[config.mk]
export PLATFORM = sky130hd
export DESIGN_NAME = vbe_ctrl
export DESIGN_NICKNAME = d
export VERILOG_FILES = /design/src/rtl/vliw_bundle_executor_top_macros.svh /design/src/rtl/vbe_pkg.sv /design/src/rtl/vbe_ctrl.sv
export SDC_FILE = /design/constraint.sdc
export NUM_CORES = 1
export LEC_CHECK = 0
export BUFFER_PORTS_ARGS = -buffer_cell sky130_fd_sc_hd__buf_4
export CORE_MARGIN = 5
export CORE_UTILIZATION = 53
export DETAILED_ROUTE_END_ITERATION = 10
export PLACE_DENSITY = 0.79
export SLEW_MARGIN = 20
export SYNTH_ARGS = -nofsm -noshare
export SYNTH_HDL_FRONTEND = slang
export SYNTH_SLANG_ARGS = --single-unit
[constraint.sdc]
create_clock -name clk -period 3.2 [get_ports clk]
set_input_delay 0.32 -clock clk [delete_from_list [all_inputs] [get_ports clk]]
set_output_delay 0.32 -clock clk [all_outputs]
set_load 0.01 [all_outputs]
[src/rtl/vliw_bundle_executor_top_macros.svh]
// assertion macros for the vliw bundle executor top level
`ifndef VLIW_BUNDLE_EXECUTOR_TOP_MACROS_SVH
`define VLIW_BUNDLE_EXECUTOR_TOP_MACROS_SVH

// implication in the same cycle
`define VBE_ASSERT_NOW(label, ante, cons) \
    label: assert property (@(posedge clk) disable iff (!rst_n) (ante) |-> (cons)) \
        else $error("assertion failed");

// implication in the next cycle
`define VBE_ASSERT_NEXT(label, ante, cons) \
    label: assert property (@(posedge clk) disable iff (!rst_n) (ante) |=> (cons)) \
        else $error("assertion failed");

`endif

[src/rtl/vbe_pkg.sv]
// shared constants, opcodes and control types of the vliw bundle executor
package vbe_pkg;

    localparam int REG_DEPTH  = 512;
    localparam int REG_AW     = $clog2(REG_DEPTH);
    localparam int MEM_DEPTH  = 256;
    localparam int MEM_AW     = $clog2(MEM_DEPTH);
    localparam int SLOT_COUNT = 4;
    localparam int SRC_COUNT  = 3;

    localparam logic [4:0] OP_NOP     = 5'd0;
    localparam logic [4:0] OP_ADD     = 5'd1;
    localparam logic [4:0] OP_SUB     = 5'd2;
    localparam logic [4:0] OP_AND     = 5'd3;
    localparam logic [4:0] OP_OR      = 5'd4;
    localparam logic [4:0] OP_XOR     = 5'd5;
    localparam logic [4:0] OP_SHL     = 5'd6;
    localparam logic [4:0] OP_SHR     = 5'd7;
    localparam logic [4:0] OP_SLT     = 5'd8;
    localparam logic [4:0] OP_MOV     = 5'd9;
    localparam logic [4:0] OP_LI      = 5'd10;
    localparam logic [4:0] OP_MUL     = 5'd11;
    localparam logic [4:0] OP_MULADD  = 5'd12;
    localparam logic [4:0] OP_LW      = 5'd13;
    localparam logic [4:0] OP_SW      = 5'd14;
    localparam logic [4:0] OP_PRELOAD = 5'd15;
    localparam logic [4:0] OP_MEMREAD = 5'd16;
    localparam logic [4:0] OP_NEWPROG = 5'd17;

    // commands from controller to datapath
    typedef struct packed {
        logic              accept;
        logic              clr_we;
        logic [REG_AW-1:0] clr_addr;
        logic              commit_start;
        logic              inc_cycle;
        logic              rd_issue;
        logic              exa;
        logic              exb;
        logic              wr;
        logic              finish;
        logic              out_load;
        logic [1:0]        slot;
        logic [1:0]        src;
    } vbe_cmd_t;

    // status from datapath to controller
    typedef struct packed {
        logic any_valid;
    } vbe_sts_t;

endpackage

[src/rtl/vbe_ctrl.sv]
// controller state machine of the vliw bundle executor
module vbe_ctrl
    import vbe_pkg::*;
(
    input  logic       clk,
    input  logic       rst_n,
    input  logic       in_valid,
    output logic       in_stall,
    input  logic [4:0] opcode,
    input  logic       last_in_bundle,
    output logic       out_valid,
    input  logic       out_stall,
    input  vbe_sts_t   sts,
    output vbe_cmd_t   cmd
);

    typedef enum logic [8:0] {
        ST_IDLE   = 9'b000000001,
        ST_CLEAR  = 9'b000000010,
        ST_COMMIT = 9'b000000100,
        ST_READ   = 9'b000001000,
        ST_DRAIN  = 9'b000010000,
        ST_EXA    = 9'b000100000,
        ST_EXB    = 9'b001000000,
        ST_WRITE  = 9'b010000000,
        ST_DONE   = 9'b100000000
    } state_t;

    state_t            state_reg, state_next;
    logic [1:0]        slot_reg, slot_next;
    logic [1:0]        src_reg, src_next;
    logic [REG_AW-1:0] clr_cnt_reg, clr_cnt_next;
    logic              reply_reg, reply_next;
    logic              out_valid_reg, out_valid_next;
    logic              accept;
    logic              can_load;

    assign in_stall  = (state_reg != ST_IDLE);
    assign out_valid = out_valid_reg;
    assign accept    = in_valid && (state_reg == ST_IDLE);
    assign can_load  = !out_valid_reg || !out_stall;

    // next state and counters
    always_comb
    begin
        state_next   = state_reg;
        slot_next    = slot_reg;
        src_next     = src_reg;
        clr_cnt_next = clr_cnt_reg;
        reply_next   = reply_reg;
        cmd          = '0;
        cmd.slot     = slot_reg;
        cmd.src      = src_reg;
        cmd.clr_addr = clr_cnt_reg;
        unique case (state_reg)
            ST_IDLE:
            begin
                if (accept)
                begin
                    cmd.accept = 1'b1;
                    priority if (opcode == OP_NEWPROG)
                    begin
                        state_next   = ST_CLEAR;
                        clr_cnt_next = '0;
                        reply_next   = 1'b1;
                    end
                    else if (opcode == OP_PRELOAD || opcode == OP_MEMREAD)
                        state_next = ST_DONE;
                    else if (last_in_bundle)
                        state_next = ST_COMMIT;
                    else
                        state_next = ST_DONE;
                end
            end
            ST_CLEAR:
            begin
                cmd.clr_we   = 1'b1;
                clr_cnt_next = clr_cnt_reg + 1'b1;
                if (clr_cnt_reg == REG_AW'(REG_DEPTH - 1))
                    state_next = reply_reg ? ST_DONE : ST_IDLE;
            end
            ST_COMMIT:
            begin
                if (sts.any_valid)
                begin
                    cmd.commit_start = 1'b1;
                    slot_next  = '0;
                    src_next   = '0;
                    state_next = ST_READ;
                end
                else
                begin
                    cmd.inc_cycle = 1'b1;
                    state_next    = ST_DONE;
                end
            end
            ST_READ:
            begin
                cmd.rd_issue = 1'b1;
                if (src_reg == 2'(SRC_COUNT - 1))
                begin
                    src_next  = '0;
                    slot_next = slot_reg + 1'b1;
                    if (slot_reg == 2'(SLOT_COUNT - 1))
                        state_next = ST_DRAIN;
                end
                else
                    src_next = src_reg + 1'b1;
            end
            ST_DRAIN:
            begin
                slot_next  = '0;
                state_next = ST_EXA;
            end
            ST_EXA:
            begin
                cmd.exa    = 1'b1;
                state_next = ST_EXB;
            end
            ST_EXB:
            begin
                cmd.exb   = 1'b1;
                slot_next = slot_reg + 1'b1;
                state_next = (slot_reg == 2'(SLOT_COUNT - 1)) ? ST_WRITE : ST_EXA;
            end
            ST_WRITE:
            begin
                cmd.wr    = 1'b1;
                slot_next = slot_reg + 1'b1;
                if (slot_reg == 2'(SLOT_COUNT - 1))
                begin
                    cmd.finish = 1'b1;
                    state_next = ST_DONE;
                end
            end
            ST_DONE:
            begin
                if (can_load)
                begin
                    cmd.out_load = 1'b1;
                    reply_next   = 1'b0;
                    state_next   = ST_IDLE;
                end
            end
            default:
            begin
                state_next = ST_IDLE;
            end
        endcase
    end

    // output word valid
    always_comb
    begin
        out_valid_next = out_valid_reg;
        if (out_valid_reg && !out_stall)
            out_valid_next = 1'b0;
        if (cmd.out_load)
            out_valid_next = 1'b1;
    end

    // control registers
    always_ff @(posedge clk or negedge rst_n)
    begin
        if (!rst_n)
        begin
            state_reg     <= ST_CLEAR;
            slot_reg      <= '0;
            src_reg       <= '0;
            clr_cnt_reg   <= '0;
            reply_reg     <= 1'b0;
            out_valid_reg <= 1'b0;
        end
        else
        begin
            state_reg     <= state_next;
            slot_reg      <= slot_next;
            src_reg       <= src_next;
            clr_cnt_reg   <= clr_cnt_next;
            reply_reg     <= reply_next;
            out_valid_reg <= out_valid_next;
        end
    end

endmodule

Word-level counts from Yosys, hierarchy flattened
Cells that the tools add are included.
{ "op_classes": {"add_sub_neg": 3, "n_eq_ne": 24, "reduce_logical": 17, "n_mux": 40} }
{ "op_table": {"columns": ["op", "n"], "rows": [
  ["$mux W9", 13],
  ["$pmux W9 S9", 1],
  ["$eq A9 B9 Y1 const B", 2],
  ["$pmux W9 S2", 1],
  ["$mux W1", 16],
  ["$ne A2 B2 Y1 const B", 7],
  ["$eq A5 B5 Y1 const B", 2],
  ["$mux W2", 5],
  ["$add A9 B1 Y9 const B", 1],
  ["$eq A9 B1 Y1 const B", 1],
  ["$eq A9 B2 Y1 const B", 1],
  ["$eq A9 B3 Y1 const B", 1],
  ["$eq A9 B4 Y1 const B", 1],
  ["$eq A9 B5 Y1 const B", 1],
  ["$eq A9 B6 Y1 const B", 1],
  ["$eq A9 B7 Y1 const B", 1],
  ["$eq A9 B8 Y1 const B", 1],
  ["$ne A9 B1 Y1 const B", 1],
  ["$mux W8", 1],
  ["$pmux W2 S4", 1],
  ["$reduce_bool A2 Y1", 4],
  ["$reduce_and A3 Y1", 2],
  ["$reduce_and A6 Y1", 1],
  ["$eq A5 B4 Y1 const B", 1],
  ["other kinds (12)", 17]
]} }
{ "word_totals": {"reg_bits": 24, "in_bits": 11, "wordCells": 90, "output_inout_bits": 25} }

Logic depth before layout (Yosys ltp)
Gate-level depths: netlist (run 1).
{ "logic_depth": {"ltp_word": 6, "ltp_mapped": 10, "mapped_depth_nobuf": 10} }

Worst setup path after synthesis (run 1)
No wires, ideal clock.
{ "synth_path": {"path_kind": "reg2reg", "start": "register clr_cnt_reg[0]", "end": "register state_reg[8]", "period_less_slack_ns": 2.467, "path_stages_with_launch": 11, "path_buffers": 0, "setup_ns": 0.135, "required_time_ns": 3.065, "path_slack_ns": 0.733, "arrival_ns": 2.332, "path_cell_list": "dfrtp_1 -> ha_1 -> and3_1 -> and3_1 -> and3_1 -> ha_1 -> or3b_2 -> a21oi_1 -> a21oi_1 -> o21ai_2 -> o22ai_1"} }
{ "synth_between": {"elab_chain_cells": 3} }
{ "synth_rtl": {"columns": ["item", "line", "rtl"], "rows": [
  ["from (decl)", "vbe_ctrl.sv:32", "logic [REG_AW-1:0] clr_cnt_reg, clr_cnt_next;"],
  ["from (signal assigned)", "vbe_ctrl.sv:179", "clr_cnt_reg <= clr_cnt_next;"],
  ["$eq A9 B9 Y1", "vbe_ctrl.sv:79", "if (clr_cnt_reg == REG_AW'(REG_DEPTH - 1))"],
  ["$ne A2 B2 Y1 (no line)", null, null],
  ["$reduce_and A6 Y1 (no line)", null, null],
  ["to (signal assigned)", "vbe_ctrl.sv:176", "state_reg <= state_next;"],
  ["to (decl)", "vbe_ctrl.sv:29", "state_t state_reg, state_next;"]
]} }
No other way between the ends.
A chain may end at the register's enable or synchronous reset.

Final worst setup path (run 1)
{ "layout_path": {"start": "register clr_cnt_reg[1]", "end": "register state_reg[8]"} }
The elaborated chain is that of the path after synthesis.

==> flow_summary.toml, run 1 <==
[worst_hold_path]
hold_depth = 3
worstHoldPathType = "input port to flop"
min_from = "out_stall"
hold-path-endpoint = "out_valid"

[power_and_ir_drop]
p_sw_mw = 0.101
power_leakage_nw = 0.844
pwr-share-seq = 0.560
p_int_mw = 0.440
vdd_drop_max_mv = 0.284
switching_share = 0.187
pwr-share-comb = 0.038
pwr-share-clk = 0.402
cellPowerDensity_nw_per_um2 = 299

[global_route]
grt_pass1_wl_um = 6270
grt_start_max_net_pins = 25
overflow = 0
antenna_found_initial = 0
grt_pass1_vias = 1349
grt_usage = 0.189

[drt]
via_count = 1385
avgRoutedWirePerCell_um = 16.1
viasPerCell = 6.24
drc = 0
totalWireLength_um = 3560
drt_iter0_drc = 103
drt-pass1-iter-count = 4
antenna_left = 0

[cts]
hold_buffers = 1
clk_pin_slew_ns = 0.13
htree_levels = 1
cts-resized-gates = 0
clk_latency_ns = 0.32
cts_root_buf = "clkbuf_4"
cts_sinks = 24
tritoncts = "built"
clock_path_buffers = 2
cts_buffers = 3
cts_setup_buffers = 0

[floorplan]
io-pin-count = 36
dieArea_sq_um = 3970
num_rows = 19
core_sq_um = 2730
initial_core_util = 0.545
die_w_um = 63.0
fp.dieH_um = 63.0

[yosys]
ys.warnings.count = 0
synth_cells = 158
netlist.area_leader.share = 0.386
async_reset_ff_frac = 1.00
synth-seq-area-share = 0.404
synth_edf_count = 0
syn_area_sq_um = 1490
synthFlopType = "dfrtp_1"
synth-seq-cells = 24
syn-num-nets = 172
synth.largest_area_cell = "dfrtp_1"
syn_avg_cell_area_sq_um = 9.43
synth.area.top_cells = "dfrtp_1 39%, o21ai_0 5.4%, nor2_1 3.8%"
synthDistinctLibCells = 50

[outcome]
status = "finished, final reports clean"

[timing]
worst_slack_ns = 0.563
relSlewSlack = 0.637
totalNegativeSetupSlack_ns = 0
hold_viol = 0
slew_violations = 0
worstMarginPinSlew_ns = 0.537
skew_ns = 0.00940
fin_crit_sh = 0.824
min_period_ns = 2.64
clock.fmax_ghz = 0.379
setup_viol = 0
rsz0062_at_grt = "false"

[layout]
fin_util = 0.662
n_antenna_cell = 0
layout-area-overhead-vs-synth_pct = 21.4
final_nets = 206
final_layout_size_suffix_gt1_frac = 0.283
instances_no_fill = 222
stdcell_area_sq_um = 1810

[critical_path]
cp.required_ns = 3.39
criticalPathCategory = "flop to flop"
worstSetupEndpointType = "flop"
crit_fanout = 6
regToRegSetupSlack_ns = 0.56
start_kind = "flop"
worst_ep_arrival_time_ns = 2.83
r2r-end = "state_reg[8]"
r2r_start = "clr_cnt_reg[1]"
r2r_cells = 10

[place]
dpl_worst_slack_ns = 0.606
numPortBuffers = 35
placed_cell_area_sq_um = 1750
placed_cells = 217
gp_congestion = 0.935
place.detailed.hpwl_um = 2720

[flow_run]
maxCapViolCount = 0
## cells in the final DEF (no fill, tap or decap), drive strengths merged, types with 2 or more instances in the layout
cell	netlist	final
dfrtp	23	23
o21ai	18	18
a21o	3	3
o311ai	2	2
and2	4	4
nor2	16	16
clkbuf	1	3
nand2	13	13
nor4b	4	4
nand2b	2	2
nor2b	5	5
buf	6	35
nand4b	2	2
mux2	2	2
nor4	2	2
inv	6	6
and3	5	5
nand4	4	4
nor3	2	2
o21bai	2	2
or4	2	2
a22o	5	5
a21oi	6	6
ha	3	3
or3	3	3
## cell usage after synthesis, types with 3 or more instances
| library cell | number |
|---|---|
| a21o_1 | 3 |
| nand4_1 | 4 |
| or3_1 | 3 |
| inv_1 | 5 |
| dfrtp_1 | 23 |
| and2_1 | 4 |
| nor2_1 | 15 |
| and3_1 | 5 |
| o21ai_0 | 16 |
| nand2_1 | 13 |
| nor4b_1 | 3 |
| nor2b_1 | 5 |
| a22o_1 | 5 |
| buf_2 | 3 |
| a21oi_1 | 6 |
| ha_1 | 3 |
## final cells by class
class / instances / area (sq um)
repair buffers: 36 / 273
clock inverters: 1 / 30.0
fillers: 231 / 925
flip-flops and latches: 24 / 602
well taps: 31 / 38.8
clock buffers: 3 / 22.5
inverters: 6 / 22.5
multi-input cells: 121 / 821
## cell families (layout without fill, tap and decap cells)
family | Yosys count | after routing | synth area share
mux | 2 | 2 | 0.0151
compound gates | 46 | 46 | 0.211
fa+ha+maj | 3 | 3 | 0.0252
simple gates | 69 | 69 | 0.294
flops | 24 | 24 | 0.404
buf+inv | 13 | 46 | 0.0453
xor+xnor | 1 | 1 | 0.00588
## how the worst max path moves through the flow
stage | start | end | cells after the start
global route | clr_cnt_reg[0] | state_reg[8] | 10
global placement | clr_cnt_reg[0] | state_reg[8] | 10
floorplan | clr_cnt_reg[0] | state_reg[8] | 10
CTS | clr_cnt_reg[0] | state_reg[8] | 10
detailed placement | clr_cnt_reg[0] | state_reg[8] | 10
finish | clr_cnt_reg[1] | state_reg[8] | 10
## stage by stage
step | total power [mW] | hold WS [ns]
6_report | 0.541 | 0.266
2_1_floorplan | 0.312 | 0.0244
4_1_cts | 0.549 | 0.252
3_5_place_dp | 0.329 | 0.237
3_3_place_gp | 0.328 | 0.233
5_1_grt | 0.563 | 0.277
## per-layer routing
metal	GRT usage	vias to the layer above	wire length, um
li1	-	645	-
met1	0.243	690	1520
met2	0.315	44	1800
met3	0.0360	6	193
met4	0.0637	0	46
met5	0	-	0
## power groups by stage
| stage | clock (mW) | combinational [mW] | sequential (mW) |
|---|---|---|---|
| 2_1_floorplan | 0 | 0.00241 | 0.309 |
| 3_3_place_gp | 0 | 0.0193 | 0.309 |
| 3_5_place_dp | 0 | 0.0201 | 0.309 |
| 4_1_cts | 0.224 | 0.0211 | 0.303 |
| 5_1_grt | 0.236 | 0.0239 | 0.303 |
| 6_report | 0.217 | 0.0206 | 0.303 |
## critical path, cell delays in order, from the launching register on
cell,delay (ns)
dfrtp_1,0.44
ha_1,0.22
and3_1,0.21
and3_1,0.20
and3_1,0.18
ha_1,0.18
or3b_2,0.44
a21oi_1,0.15
a21oi_1,0.07
o21ai_2,0.27
o22ai_1,0.14
No activity file was read; power rests on OpenSTA's default activity.
==> run 2: changes to the inputs <==
ABC_AREA = 1   (was not set)
CORE_UTILIZATION = 54   (was 53)
clock period = 2.6 ns   (was 3.2 ns; I/O delays follow)
==> flow_summary.toml, run 2 <==
[timing]
rsz0062_at_grt = "false"
worst_slack_ns = 0.651
min_period_ns = 1.95
worstMarginPinSlew_ns = 0.311
fin_crit_sh = 0.750
clock.fmax_ghz = 0.513
skew_ns = 0.00808
totalNegativeSetupSlack_ns = 0
slew_violations = 0
relSlewSlack = 0.793
setup_viol = 0
whs_ns = 0.155
hold_viol = 0

[critical_path]
start_kind = "flop"
worstSetupEndpointType = "output pin"
regToRegSetupSlack_ns = 0.82
cpMaxStageDelayCell = "dfrtp_1"
max_stage_delay_ns = 0.44
cp.required_ns = 2.34
critPathBufInv = 1
path_cells = "nor2_1 -> nand2_1 -> nor2_1 -> nand2_1 -> nor2_1 -> buf_4"
criticalPathCategory = "flop to output pin"
crit_path_frequent_cell = "nor2_1"
path_delay_family = "simple AND/OR/NAND/NOR gates"
crit_fanout = 3
worst_ep_arrival_time_ns = 1.69

[floorplan]
io-pin-count = 36
dieArea_sq_um = 4280
core_sq_um = 3000
num_rows = 20
die_w_um = 65.4
fp.dieH_um = 65.4
initial_core_util = 0.552

[place]
placed_cells = 285
place.detailed.hpwl_um = 2720
placed_cell_area_sq_um = 1950
gp_congestion = 0.791
dpl_worst_slack_ns = 0.822
numPortBuffers = 35

[drt]
met3_length_um = 116
drt_iter0_drc = 75
drt-met1-wl_um = 1560
avgRoutedWirePerCell_um = 11.6
drt-pass1-iter-count = 6
dr_wl_met2_um = 1680
via_count = 1443
top_layer = "met4"
totalWireLength_um = 3370
drc = 0
antenna_left = 0
viasPerCell = 4.98

[global_route]
overflow = 0
grt_pass1_vias = 1387
antenna_found_initial = 0
grt_usage = 0.175
grt_start_max_net_pins = 25
grt_pass1_wl_um = 5930

[yosys]
synth-seq-cells = 24
synth-seq-area-share = 0.363
async_reset_ff_frac = 1.00
synth.area.top_cells = "dfrtp_1 35%, nand2_1 13%, inv_1 6.6%"
ys.warnings.count = 0
synth_edf_count = 0
synthDistinctLibCells = 30
syn_avg_cell_area_sq_um = 7.57
synth_commonest_cells = "59 x nand2_1, 29 x inv_1, 28 x nor2_1, 23 x dfrtp_1, 19 x nand3_1"
syn_area_sq_um = 1660
synth.most_common_cell = "nand2_1"
synthFlopType = "dfrtp_1"
netlist.area_leader.share = 0.347
syn-num-nets = 233
synth.largest_area_cell = "dfrtp_1"
synth_cells = 219

[power_and_ir_drop]
switching_share = 0.454
pwr-share-seq = 0.345
pwr-share-clk = 0.120
p_int_mw = 0.919
power_mw = 1.68
power_leakage_nw = 1.11
p_sw_mw = 0.762
cellPowerDensity_nw_per_um2 = 843
pwr-share-comb = 0.535
vdd_drop_max_mv = 0.490

[layout]
final_nets = 272
final_layout_size_suffix_gt1_frac = 0.288
stdcell_area_sq_um = 1990
final_cell_mix = "59 x nand2_1, 35 x buf_4, 29 x inv_1, 28 x nor2_1, 23 x dfrtp_1"
instances_no_fill = 290
fin_util = 0.664
n_antenna_cell = 0
final_common_cell = "nand2_1"
layout-area-overhead-vs-synth_pct = 20.2
fill_cells = 256

[cts]
clock_path_buffers = 2
clk_pin_slew_ns = 0.14
cts-resized-gates = 0
htree_levels = 1
cts_buffers = 3
tritoncts = "built"
cts_sinks = 24
cts_root_buf = "clkbuf_4"
clk_latency_ns = 0.32

[outcome]
status = "finished, final reports clean"

[worst_hold_path]
worstHoldPathType = "input port to flop"

[flow_run]
maxCapViolCount = 0
run 2: cell type report:
class	count	area, sq um	area share
repair buffers	36	273	0.137
flip-flops and latches	24	602	0.302
inverters	35	139	0.0697
clock buffers	4	36.3	0.0182
multi-input cells	158	902	0.453
well taps	33	41.3	0.0207
run 2: power groups by stage:
stage	logic (mW)	registers (mW)	clock network, mW
after floorplan	0.622	0.598	0
after global placement	0.899	0.583	0
after detailed placement	0.909	0.587	0
after CTS	0.913	0.580	0.209
after global routing	0.999	0.598	0.220
final	0.899	0.579	0.202
run 2: worst register-to-register path: stages (launching register included):
cell,delay (ns)
dfrtp_1,0.43
ha_1,0.22
nand3_1,0.14
nor4_1,0.22
ha_1,0.19
inv_1,0.03
nand3_1,0.10
nand2_2,0.08
nor2_4,0.10
nand2_4,0.07
nand2_1,0.06
nand2_1,0.05
run 2: timing repair:
action	4_1_cts	5_1_grt
endpoints found under the hold margin	23	0
buffers inserted	0	0
hold buffers	1	0
run 2: per-layer routing:
layer | global-route usage | vias to the layer above
li1 | - | 758
met2 | 0.305 | 23
met3 | 0.0342 | 2
met5 | 0 | -
met1 | 0.227 | 660
met4 | 0.0311 | 0
run 2: final timing paths:
| check | cells after the start | start | endpoint |
|---|---|---|---|
| min in group asynchronous | 2 | rst_n | state_reg[6] |
| max in group asynchronous | 2 | rst_n | state_reg[1] |
| worst min register to register | 2 | out_valid | out_valid |
| worst max register to register | 11 | clr_cnt_reg[0] | state_reg[3] |
| worst min-delay path | 3 | out_stall | out_valid |
| worst max-delay path | 6 | state_reg[0] | cmd[4] |
run 2: cell families (layout without fill, tap and decap cells):
logic type,after synthesis,after routing,share of synthesized area
simple gates,138,138,0.452
buf+inv,37,75,0.0928
flops,24,24,0.363
compound gates,11,11,0.0377
xor+xnor,6,6,0.0317
fa+ha+maj,3,3,0.0226
